--- config.mk ---
export PLATFORM = sky130hd
export DESIGN_NAME = websocket_frame_deframer_unit
export DESIGN_NICKNAME = d
export VERILOG_FILES = /design/src/hdl/wsdfr_pkg.sv /design/src/hdl/wsdfr_front.sv /design/src/hdl/wsdfr_queue.sv /design/src/hdl/wsdfr_back.sv /design/src/hdl/websocket_frame_deframer_unit.sv
export SDC_FILE = /design/constraint.sdc
export NUM_CORES = 1
export LEC_CHECK = 0
export ABC_AREA = 1
export ABC_CLOCK_PERIOD_IN_PS = 6600
export CAP_MARGIN = 20
export CORE_AREA = 2 2 223 225
export CTS_CLUSTER_SIZE = 12
export DETAILED_ROUTE_END_ITERATION = 8
export DIE_AREA = 0 0 225 227
export DONT_BUFFER_PORTS = 1
export GPL_TIMING_DRIVEN = 0
export SYNTH_ARGS = -nofsm -noshare
export SYNTH_HDL_FRONTEND = slang
export SYNTH_SLANG_ARGS = --single-unit
--- constraint.sdc ---
create_clock -name clk_i -period 6.6 [get_ports clk_i]
set_input_delay 1.32 -clock clk_i [delete_from_list [all_inputs] [get_ports clk_i]]
set_output_delay 1.32 -clock clk_i [all_outputs]
set_load 0.01 [all_outputs]
--- src/hdl/wsdfr_pkg.sv ---
// shared types and constants for the websocket frame deframer
package wsdfr_pkg;

  localparam int unsigned InDataW    = 8;
  localparam int unsigned OutDataW   = 88;
  localparam int unsigned OutUserW   = 3;
  localparam int unsigned QueueDepth = 2;

  localparam logic [6:0] Len7Ext16 = 7'd126;
  localparam logic [6:0] Len7Ext64 = 7'd127;
  localparam logic [3:0] ExtCnt16  = 4'd2;
  localparam logic [3:0] ExtCnt64  = 4'd8;
  localparam logic [3:0] KeyCnt    = 4'd4;

  // user bit positions on the result side
  localparam int unsigned UserHasByte = 0;
  localparam int unsigned UserCtrl    = 1;
  localparam int unsigned UserLastMsg = 2;

  typedef enum logic [4:0] {
    PH_HDR0 = 5'b00001,
    PH_HDR1 = 5'b00010,
    PH_EXT  = 5'b00100,
    PH_KEY  = 5'b01000,
    PH_DATA = 5'b10000
  } wsdfr_phase_e;

  // one classified word handed from the parser to the output stage
  typedef struct packed {
    logic [7:0]  data;
    logic [7:0]  key;
    logic        has;
    logic [3:0]  fop;
    logic [3:0]  mop;
    logic [2:0]  mrsv;
    logic        fin;
    logic        masked;
    logic [63:0] len;
    logic        last;
  } wsdfr_ent_t;

endpackage

--- src/hdl/wsdfr_front.sv ---
// header parser: walks the frame header and classifies every payload byte
module wsdfr_front import wsdfr_pkg::*; (
  input  logic             clk_i,
  input  logic             rst_ni,
  input  logic             fire_i,
  input  logic [7:0]       byte_i,
  output logic             push_o,
  output wsdfr_ent_t       ent_o
);

  wsdfr_phase_e phase_q, phase_d;
  logic        fin_q, fin_d;
  logic [2:0]  rsv_q, rsv_d;
  logic [3:0]  op_q, op_d;
  logic        mask_q, mask_d;
  logic [63:0] len_q, len_d;
  logic [63:0] left_q, left_d;
  logic [3:0]  cnt_q, cnt_d;
  logic [31:0] key_q, key_d;
  logic [1:0]  kpos_q, kpos_d;
  logic [3:0]  mop_q, mop_d;
  logic [2:0]  mrsv_q, mrsv_d;
  logic        inmsg_q, inmsg_d;

  logic        ctrl;
  logic        do_after;
  logic        do_hdr;
  logic [6:0]  len7;
  logic [7:0]  kb;

  assign ctrl = op_q[3];
  assign len7 = byte_i[6:0];

  always_comb begin
    unique case (kpos_q)
      2'd0: kb = key_q[31:24];
      2'd1: kb = key_q[23:16];
      2'd2: kb = key_q[15:8];
      default: kb = key_q[7:0];
    endcase
  end

  always_comb begin
    phase_d  = phase_q;
    fin_d    = fin_q;
    rsv_d    = rsv_q;
    op_d     = op_q;
    mask_d   = mask_q;
    len_d    = len_q;
    left_d   = left_q;
    cnt_d    = cnt_q;
    key_d    = key_q;
    kpos_d   = kpos_q;
    mop_d    = mop_q;
    mrsv_d   = mrsv_q;
    inmsg_d  = inmsg_q;
    do_after = 1'b0;
    do_hdr   = 1'b0;
    push_o   = 1'b0;
    ent_o    = '0;

    if (fire_i) begin
      unique case (phase_q)
        PH_HDR0: begin
          fin_d   = byte_i[7];
          rsv_d   = byte_i[6:4];
          op_d    = byte_i[3:0];
          phase_d = PH_HDR1;
        end
        PH_HDR1: begin
          mask_d = byte_i[7];
          if (len7 == Len7Ext16 || len7 == Len7Ext64) begin
            len_d   = '0;
            cnt_d   = (len7 == Len7Ext16) ? ExtCnt16 : ExtCnt64;
            phase_d = PH_EXT;
          end else begin
            len_d    = {57'd0, len7};
            do_after = 1'b1;
          end
        end
        PH_EXT: begin
          len_d = {len_q[55:0], byte_i};
          cnt_d = cnt_q - 4'd1;
          if (cnt_q == 4'd1) begin
            do_after = 1'b1;
          end
        end
        PH_KEY: begin
          key_d = {key_q[23:0], byte_i};
          cnt_d = cnt_q - 4'd1;
          if (cnt_q == 4'd1) begin
            do_hdr = 1'b1;
          end
        end
        PH_DATA: begin
          kpos_d = kpos_q + 2'd1;
          left_d = left_q - 64'd1;
          push_o = 1'b1;
          ent_o  = '{data: byte_i, key: kb, has: 1'b1, fop: op_q, mop: mop_q,
                     mrsv: mrsv_q, fin: fin_q, masked: mask_q, len: len_q,
                     last: (left_q == 64'd1)};
          if (left_q == 64'd1) begin
            if (!ctrl && fin_q) begin
              inmsg_d = 1'b0;
            end
            phase_d = PH_HDR0;
          end
        end
        default: begin
          phase_d = PH_HDR0;
        end
      endcase

      if (do_after) begin
        key_d = '0;
        if (mask_d) begin
          cnt_d   = KeyCnt;
          phase_d = PH_KEY;
        end else begin
          do_hdr = 1'b1;
        end
      end

      if (do_hdr) begin
        left_d = len_d;
        kpos_d = '0;
        if (!ctrl && !inmsg_q) begin
          mop_d   = op_q;
          mrsv_d  = rsv_q;
          inmsg_d = 1'b1;
        end
        if (len_d == 64'd0) begin
          // empty frame: one marker word with no byte
          push_o = 1'b1;
          ent_o  = '{data: 8'd0, key: 8'd0, has: 1'b0, fop: op_q, mop: mop_d,
                     mrsv: mrsv_d, fin: fin_q, masked: mask_d, len: len_d,
                     last: 1'b1};
          if (!ctrl && fin_q) begin
            inmsg_d = 1'b0;
          end
          phase_d = PH_HDR0;
        end else begin
          phase_d = PH_DATA;
        end
      end
    end
  end

  always_ff @(posedge clk_i or negedge rst_ni) begin
    if (!rst_ni) begin
      phase_q <= PH_HDR0;
      fin_q   <= 1'b0;
      rsv_q   <= '0;
      op_q    <= '0;
      mask_q  <= 1'b0;
      len_q   <= '0;
      left_q  <= '0;
      cnt_q   <= '0;
      key_q   <= '0;
      kpos_q  <= '0;
      mop_q   <= '0;
      mrsv_q  <= '0;
      inmsg_q <= 1'b0;
    end else begin
      phase_q <= phase_d;
      fin_q   <= fin_d;
      rsv_q   <= rsv_d;
      op_q    <= op_d;
      mask_q  <= mask_d;
      len_q   <= len_d;
      left_q  <= left_d;
      cnt_q   <= cnt_d;
      key_q   <= key_d;
      kpos_q  <= kpos_d;
      mop_q   <= mop_d;
      mrsv_q  <= mrsv_d;
      inmsg_q <= inmsg_d;
    end
  end

endmodule

--- src/hdl/wsdfr_queue.sv ---
// short queue of classified words between parser and output stage
module wsdfr_queue import wsdfr_pkg::*; #(
  parameter int unsigned Depth = QueueDepth
) (
  input  logic       clk_i,
  input  logic       rst_ni,
  input  logic       push_i,
  input  wsdfr_ent_t ent_i,
  output logic       full_o,
  input  logic       pop_i,
  output wsdfr_ent_t ent_o,
  output logic       empty_o
);

  localparam int unsigned PtrW = (Depth > 1) ? $clog2(Depth) : 1;
  localparam int unsigned CntW = $clog2(Depth + 1);
  localparam logic [PtrW-1:0] LastPtr = PtrW'(Depth - 1);
  localparam logic [CntW-1:0] FullCnt = CntW'(Depth);

  wsdfr_ent_t            mem_q [Depth];
  logic [PtrW-1:0]       wr_q, wr_d;
  logic [PtrW-1:0]       rd_q, rd_d;
  logic [CntW-1:0]       cnt_q, cnt_d;

  assign full_o  = (cnt_q == FullCnt);
  assign empty_o = (cnt_q == '0);
  assign ent_o   = mem_q[rd_q];

  always_comb begin
    wr_d  = wr_q;
    rd_d  = rd_q;
    cnt_d = cnt_q;
    if (push_i) begin
      wr_d = (wr_q == LastPtr) ? '0 : wr_q + PtrW'(1);
    end
    if (pop_i) begin
      rd_d = (rd_q == LastPtr) ? '0 : rd_q + PtrW'(1);
    end
    if (push_i && !pop_i) begin
      cnt_d = cnt_q + CntW'(1);
    end else if (pop_i && !push_i) begin
      cnt_d = cnt_q - CntW'(1);
    end
  end

  always_ff @(posedge clk_i or negedge rst_ni) begin
    if (!rst_ni) begin
      wr_q  <= '0;
      rd_q  <= '0;
      cnt_q <= '0;
    end else begin
      wr_q  <= wr_d;
      rd_q  <= rd_d;
      cnt_q <= cnt_d;
    end
  end

  always_ff @(posedge clk_i) begin
    if (push_i) begin
      mem_q[wr_q] <= ent_i;
    end
  end

endmodule

--- src/hdl/wsdfr_back.sv ---
// output stage: unmasks the byte, forms the result word and holds it for the sink
module wsdfr_back import wsdfr_pkg::*; (
  input  logic                clk_i,
  input  logic                rst_ni,
  input  logic                empty_i,
  input  wsdfr_ent_t          ent_i,
  output logic                pop_o,
  output logic                m_axis_tvalid_o,
  input  logic                m_axis_tready_i,
  output logic [OutDataW-1:0] m_axis_tdata_o,
  output logic                m_axis_tlast_o,
  output logic [OutUserW-1:0] m_axis_tuser_o
);

  logic                vld_q;
  logic [OutDataW-1:0] data_q, data_d;
  logic                last_q;
  logic [OutUserW-1:0] user_q, user_d;
  logic                ctrl;
  logic [7:0]          pbyte;

  assign pop_o = !empty_i && (!vld_q || m_axis_tready_i);
  assign ctrl  = ent_i.fop[3];
  assign pbyte = ent_i.has ? (ent_i.data ^ ent_i.key) : 8'd0;

  always_comb begin
    data_d = {3'd0, ent_i.len, ent_i.masked, ent_i.fin,
              ctrl ? 3'd0 : ent_i.mrsv, ctrl ? 4'd0 : ent_i.mop, ent_i.fop, pbyte};
    user_d = '0;
    user_d[UserHasByte] = ent_i.has;
    user_d[UserCtrl]    = ctrl;
    user_d[UserLastMsg] = ent_i.last && !ctrl && ent_i.fin;
  end

  always_ff @(posedge clk_i or negedge rst_ni) begin
    if (!rst_ni) begin
      vld_q <= 1'b0;
    end else if (pop_o) begin
      vld_q <= 1'b1;
    end else if (m_axis_tready_i) begin
      vld_q <= 1'b0;
    end
  end

  always_ff @(posedge clk_i) begin
    if (pop_o) begin
      data_q <= data_d;
      last_q <= ent_i.last;
      user_q <= user_d;
    end
  end

  assign m_axis_tvalid_o = vld_q;
  assign m_axis_tdata_o  = data_q;
  assign m_axis_tlast_o  = last_q;
  assign m_axis_tuser_o  = user_q;

endmodule

--- src/hdl/websocket_frame_deframer_unit.sv ---
// top level of the websocket frame deframer: parser, queue and output stage
//
//   channel   dir  handshake                 payload
//   s_axis    in   s_axis_tvalid/tready      tdata[7:0] byte_in
//   m_axis    out  m_axis_tvalid/tready      tdata (88 bits), tlast, tuser (3 bits)
//
// one byte is taken every cycle while the queue has room; the parser state
// is updated in the cycle a byte is taken. a result is written into the queue
// at the edge that accepts its byte and then registered in the output stage
// before it is valid on m_axis; a stall on m_axis holds it in the queue.
// reset clears the parser, queue pointers and output valid.
// when m_axis stalls the queue absorbs words, and s_axis_tready_o drops
// whenever the queue is full, even in a cycle in which a word is popped.
module websocket_frame_deframer_unit import wsdfr_pkg::*; #(
  parameter int unsigned QDepth = QueueDepth
) (
  input  logic                clk_i,
  input  logic                rst_ni,
  input  logic                s_axis_tvalid_i,
  output logic                s_axis_tready_o,
  input  logic [InDataW-1:0]  s_axis_tdata_i,   // [7:0] byte_in
  output logic                m_axis_tvalid_o,
  input  logic                m_axis_tready_i,
  // [7:0] payload_byte, [11:8] frame_opcode, [15:12] message_opcode,
  // [18:16] message_rsv, [19] fin_flag, [20] was_masked, [84:21] frame_length
  output logic [OutDataW-1:0] m_axis_tdata_o,
  output logic                m_axis_tlast_o,   // last_of_frame
  // [0] has_byte, [1] is_control, [2] last_of_message
  output logic [OutUserW-1:0] m_axis_tuser_o
);

  logic       fire;
  logic       push;
  logic       full;
  logic       pop;
  logic       empty;
  wsdfr_ent_t ent_in;
  wsdfr_ent_t ent_out;

  assign s_axis_tready_o = !full;
  assign fire            = s_axis_tvalid_i && s_axis_tready_o;

  wsdfr_front u_front (
    .clk_i  (clk_i),
    .rst_ni (rst_ni),
    .fire_i (fire),
    .byte_i (s_axis_tdata_i),
    .push_o (push),
    .ent_o  (ent_in)
  );

  wsdfr_queue #(
    .Depth (QDepth)
  ) u_queue (
    .clk_i   (clk_i),
    .rst_ni  (rst_ni),
    .push_i  (push),
    .ent_i   (ent_in),
    .full_o  (full),
    .pop_i   (pop),
    .ent_o   (ent_out),
    .empty_o (empty)
  );

  wsdfr_back u_back (
    .clk_i           (clk_i),
    .rst_ni          (rst_ni),
    .empty_i         (empty),
    .ent_i           (ent_out),
    .pop_o           (pop),
    .m_axis_tvalid_o (m_axis_tvalid_o),
    .m_axis_tready_i (m_axis_tready_i),
    .m_axis_tdata_o  (m_axis_tdata_o),
    .m_axis_tlast_o  (m_axis_tlast_o),
    .m_axis_tuser_o  (m_axis_tuser_o)
  );

`ifndef SYNTH
  a_no_push_full : assert property (@(posedge clk_i) disable iff (!rst_ni)
    full && !pop |-> !push)
    else $error("word pushed into a full queue");

  a_empty_marker_last : assert property (@(posedge clk_i) disable iff (!rst_ni)
    m_axis_tvalid_o && !m_axis_tuser_o[UserHasByte] |->
      m_axis_tlast_o && m_axis_tdata_o[7:0] == 8'd0)
    else $error("empty frame marker is not the last word of its frame");

  a_msg_end : assert property (@(posedge clk_i) disable iff (!rst_ni)
    m_axis_tvalid_o && m_axis_tuser_o[UserLastMsg] |->
      m_axis_tlast_o && !m_axis_tuser_o[UserCtrl] && m_axis_tdata_o[19])
    else $error("message end outside the last word of a final data frame");
`endif

endmodule
==> qor.txt <==
number of synthesized flops with an enable pin: 278
total wire length: 60.7 mm
FF+latch area: 13200 µm²
postcts setup bufs: 0
Inserted Diodes: 0
Via density: 5.46
Clk network pwr share: 24.7%
layout cells sized above 1: 6.03%
CTS H-tree lvls: 2
post-layout util: 49.8%
nets@finish: 2416
I/O pin cnt: 106
Core ar.: 48500 µm²
combinational power share: 31.4%
area of the mapped netlist: 21600 µm²
initial antenna violation count: 0
Max Buffers Root-to-Sink: 3
Unique masters post-synth: 49
register share of total power: 44.0%
critical path class: reg2reg
Root Driver: clkbuf_16
Worst-Skew Late Latency: 590 ps
Tcrit/Tclk final: 60.8%
Tot GR Track Use: 24.0%
sw frac: 38.7%
Critical Path RT: 6860 ps
final estimated routing congestion in global placement: 0.924
Cell Rows: 81
remaining antenna violation count: 0
number of global-route vias before repair: 16000
total number of vias: 16700
starting density of the core: 44.5%
Initial DRC Count: 1663
worst relative slew slack: 30.8%
die area: 51100 µm²
clock buffer count from CTS: 51
critical-path maximum fanout: 53
Critical Path AT: 4270 ps
first-pass GRT wire length: 93.1 mm
cell repeated most along the worst path: nand2_1
clock slew at reported path FFs: 60 ps
crit path max-delay cell type: inv_4
P_leak: 9.79 nW
Final Hold Vio Count: 0
skew final: 23.3 ps
ys async rst share: 41.0%
Power Internal: 6.85 mW
Die X: 225 µm
CTS tree: built
Max Freq: 249 MHz
largest net degree at the start of global routing: 194
register area share after synthesis: 61.0%
drt pass-1 iters: 8
RSZ-0062 raised after global routing: false
Final setup viols: 0
Max-cap violations: 0
Net Sw Power: 4.33 mW
most frequent cells in the layout: 669 x nand2_1, 278 x edfxtp_1, 236 x nor2_1
Post-Synthesis Cells: 2333
filler instances: 4479
setup tns final: 0 ps
crit-path cells: nor2_1, nand3_2, inv_2, buf_2, buf_2, nand2_1, o21ai_0, nor2_1, nand2_1, nor2_1, nand2_1, nor2_2, nand2_1, nand2_2, nand4_1, inv_4, buf_16
status: completed
CP max stage delay: 610 ps
area growth from synthesis to layout: 11.9%
PostCTS Resize Cnt: 0
CTS Sinks: 471
hold buffer count at CTS: 0
Hold Path Class: in2async
Main synth FF type: edfxtp_1
I/O Buffers: 0
Ys Warns: 0
global route overflow: 0
Worst-Margin Slew: 1030 ps
die height: 227 µm
area of the multi-input gates: 7170 µm²
PD cells: 463 nW/µm²
Slew Limit Fails: 0
DP HPWL: 43.7 mm
VDD IR max: 0.000188 V
drt wl/cell: 19.9 µm
Synth Area per Inst: 9.26 µm²
Remaining DRCs: 0
crit start category: flop
Yosys reg bits: 471
commonest non-fill, non-tap cell in the layout: nand2_1
Worst Setup End Kind: flop
post-route minimum period: 4010 ps
==> final cells by class <==
class                   instances  area share (%)
flip-flops and latches        471            54.5
multi-input cells            1548            29.7
clock buffers                  70            5.83
well taps                     622            3.22
inverters                     199            3.10
plain buffers                 117            2.24
clock inverters                25           0.792
repair buffers                  7           0.642
==> synthesized netlist by cell type (2+ instances only) <==
| master | n | area [µm²] |
|---|---|---|
| xnor2_1 | 16 | 140 |
| o21ai_0 | 182 | 911 |
| a21boi_0 | 2 | 15.0 |
| nand4_1 | 12 | 75.1 |
| clkbuf_1 | 71 | 267 |
| o221ai_1 | 3 | 26.3 |
| o22ai_1 | 5 | 31.3 |
| a22oi_1 | 16 | 120 |
| a211oi_1 | 2 | 15.0 |
| a21o_1 | 2 | 15.0 |
| nor3_1 | 85 | 425 |
| buf_1 | 7 | 26.3 |
| nor2_2 | 3 | 18.8 |
| edfxtp_1 | 278 | 8350 |
| a21oi_1 | 82 | 410 |
| inv_1 | 190 | 713 |
| nand3b_1 | 2 | 15.0 |
| nand2_2 | 3 | 18.8 |
| nor2_1 | 237 | 890 |
| inv_2 | 8 | 30.0 |
| dfrtp_1 | 192 | 4800 |
| o21ai_1 | 24 | 120 |
| o211ai_1 | 4 | 30.0 |
| a31oi_1 | 13 | 81.3 |
| nand3_2 | 4 | 40.0 |
| ha_1 | 9 | 113 |
| buf_4 | 6 | 45.0 |
| nor4_1 | 10 | 62.6 |
| nand2_1 | 669 | 2510 |
| nor2_4 | 2 | 22.5 |
| xor2_1 | 30 | 263 |
| nand3_1 | 88 | 440 |
| a311oi_1 | 8 | 70.1 |
| or2_2 | 3 | 18.8 |
| o311ai_0 | 2 | 17.5 |
| buf_2 | 27 | 135 |
| nor3b_1 | 2 | 15.0 |
| o31ai_1 | 18 | 135 |
| buf_6 | 6 | 67.6 |
==> worst paths after layout <==
kind / startpoint / endpoint / slack [ps] / cells past startpoint
max: u_front.phase_q[0] / u_queue.mem_q[0][26] / 2590 / 17
min: rst_ni / u_front.key_q[5] / 430 / 0
max reg2reg: u_front.phase_q[0] / u_queue.mem_q[0][26] / 2590 / 17
min reg2reg: u_queue.cnt_q[0] / u_queue.cnt_q[0] / 480 / 1
max in group asynchronous: rst_ni / u_front.len_q[48] / 5730 / 0
min in group clk_i: u_queue.cnt_q[0] / u_queue.cnt_q[0] / 480 / 1
==> critical path: cells and delay by family, from the launching register on <==
kind / cells / cell delay [ps]
AO/OA/AOI/OAI: 1 / 270
flip-flops: 1 / 550
AND/OR/NAND/NOR: 11 / 1390
buffers and inverters: 5 / 1430
==> per-stage QoR <==
| stage | std cells | area (µm²) | setup WS [ps] | hold WS [ps] | power, mW |
|---|---|---|---|---|---|
| detailed placement | 2964 | 22600 | 2310 | 469 | 8.43 |
| global route | 3059 | 24200 | 2400 | 411 | 11.9 |
| finish | 3059 | 24200 | 2590 | 428 | 11.2 |
| CTS | 3059 | 24200 | 2660 | 404 | 11.2 |
| global placement | 2957 | 22400 | -832 | 455 | 8.33 |
| floorplan | 2335 | 21600 | 1070 | 442 | 7.21 |
==> power groups by stage <==
stage	Combinational, mW	Clock [mW]	Sequential, mW
CTS	3.49	2.80	4.92
finish	3.51	2.76	4.92
global route	3.92	2.91	5.02
floorplan	2.37	0	4.84
detailed placement	3.47	0	4.96
global placement	3.32	0	5.01
==> flip-flops by register name (all words and copies together), names as in the netlist, 2 cells and up, named ones only <==
| register | flops |
|---|---|
| u_queue.mem_q | 190 |
| u_queue.cnt_q | 2 |
| u_front.kpos_q | 2 |
| u_front.phase_q | 5 |
| u_front.len_q | 64 |
| u_front.mop_q | 4 |
| u_front.op_q | 4 |
| u_back.m_axis_tdata_o | 84 |
| u_back.m_axis_tuser_o | 3 |
| u_front.key_q | 32 |
| u_front.mrsv_q | 3 |
| u_front.left_q | 64 |
| u_front.cnt_q | 4 |
| u_front.rsv_q | 3 |
==> layer usage <==
layer | up-vias | GRT usage [%] | part of all wire (%)
li1 | 7882 | - | -
met1 | 8071 | 34.4 | 45
met2 | 651 | 37.7 | 46
met3 | 112 | 3.77 | 7.1
met4 | 0 | 7.52 | 2.6
met5 | - | 0 | 0
==> cells by family (layout without fill, tap and decap cells) <==
group / after synthesis / in the layout / share of synthesized area (%)
AND/OR/NAND/NOR: 1122 / 1122 / 21.2
flip-flops: 471 / 471 / 61.0
AO/OA/AOI/OAI: 368 / 368 / 9.50
buffers and inverters: 316 / 418 / 5.96
XOR/XNOR: 46 / 46 / 1.86
adder cells (fa/ha/maj): 9 / 9 / 0.521
other: 1 / 3 / 0.0173
No activity file was read; power rests on OpenSTA's default activity.
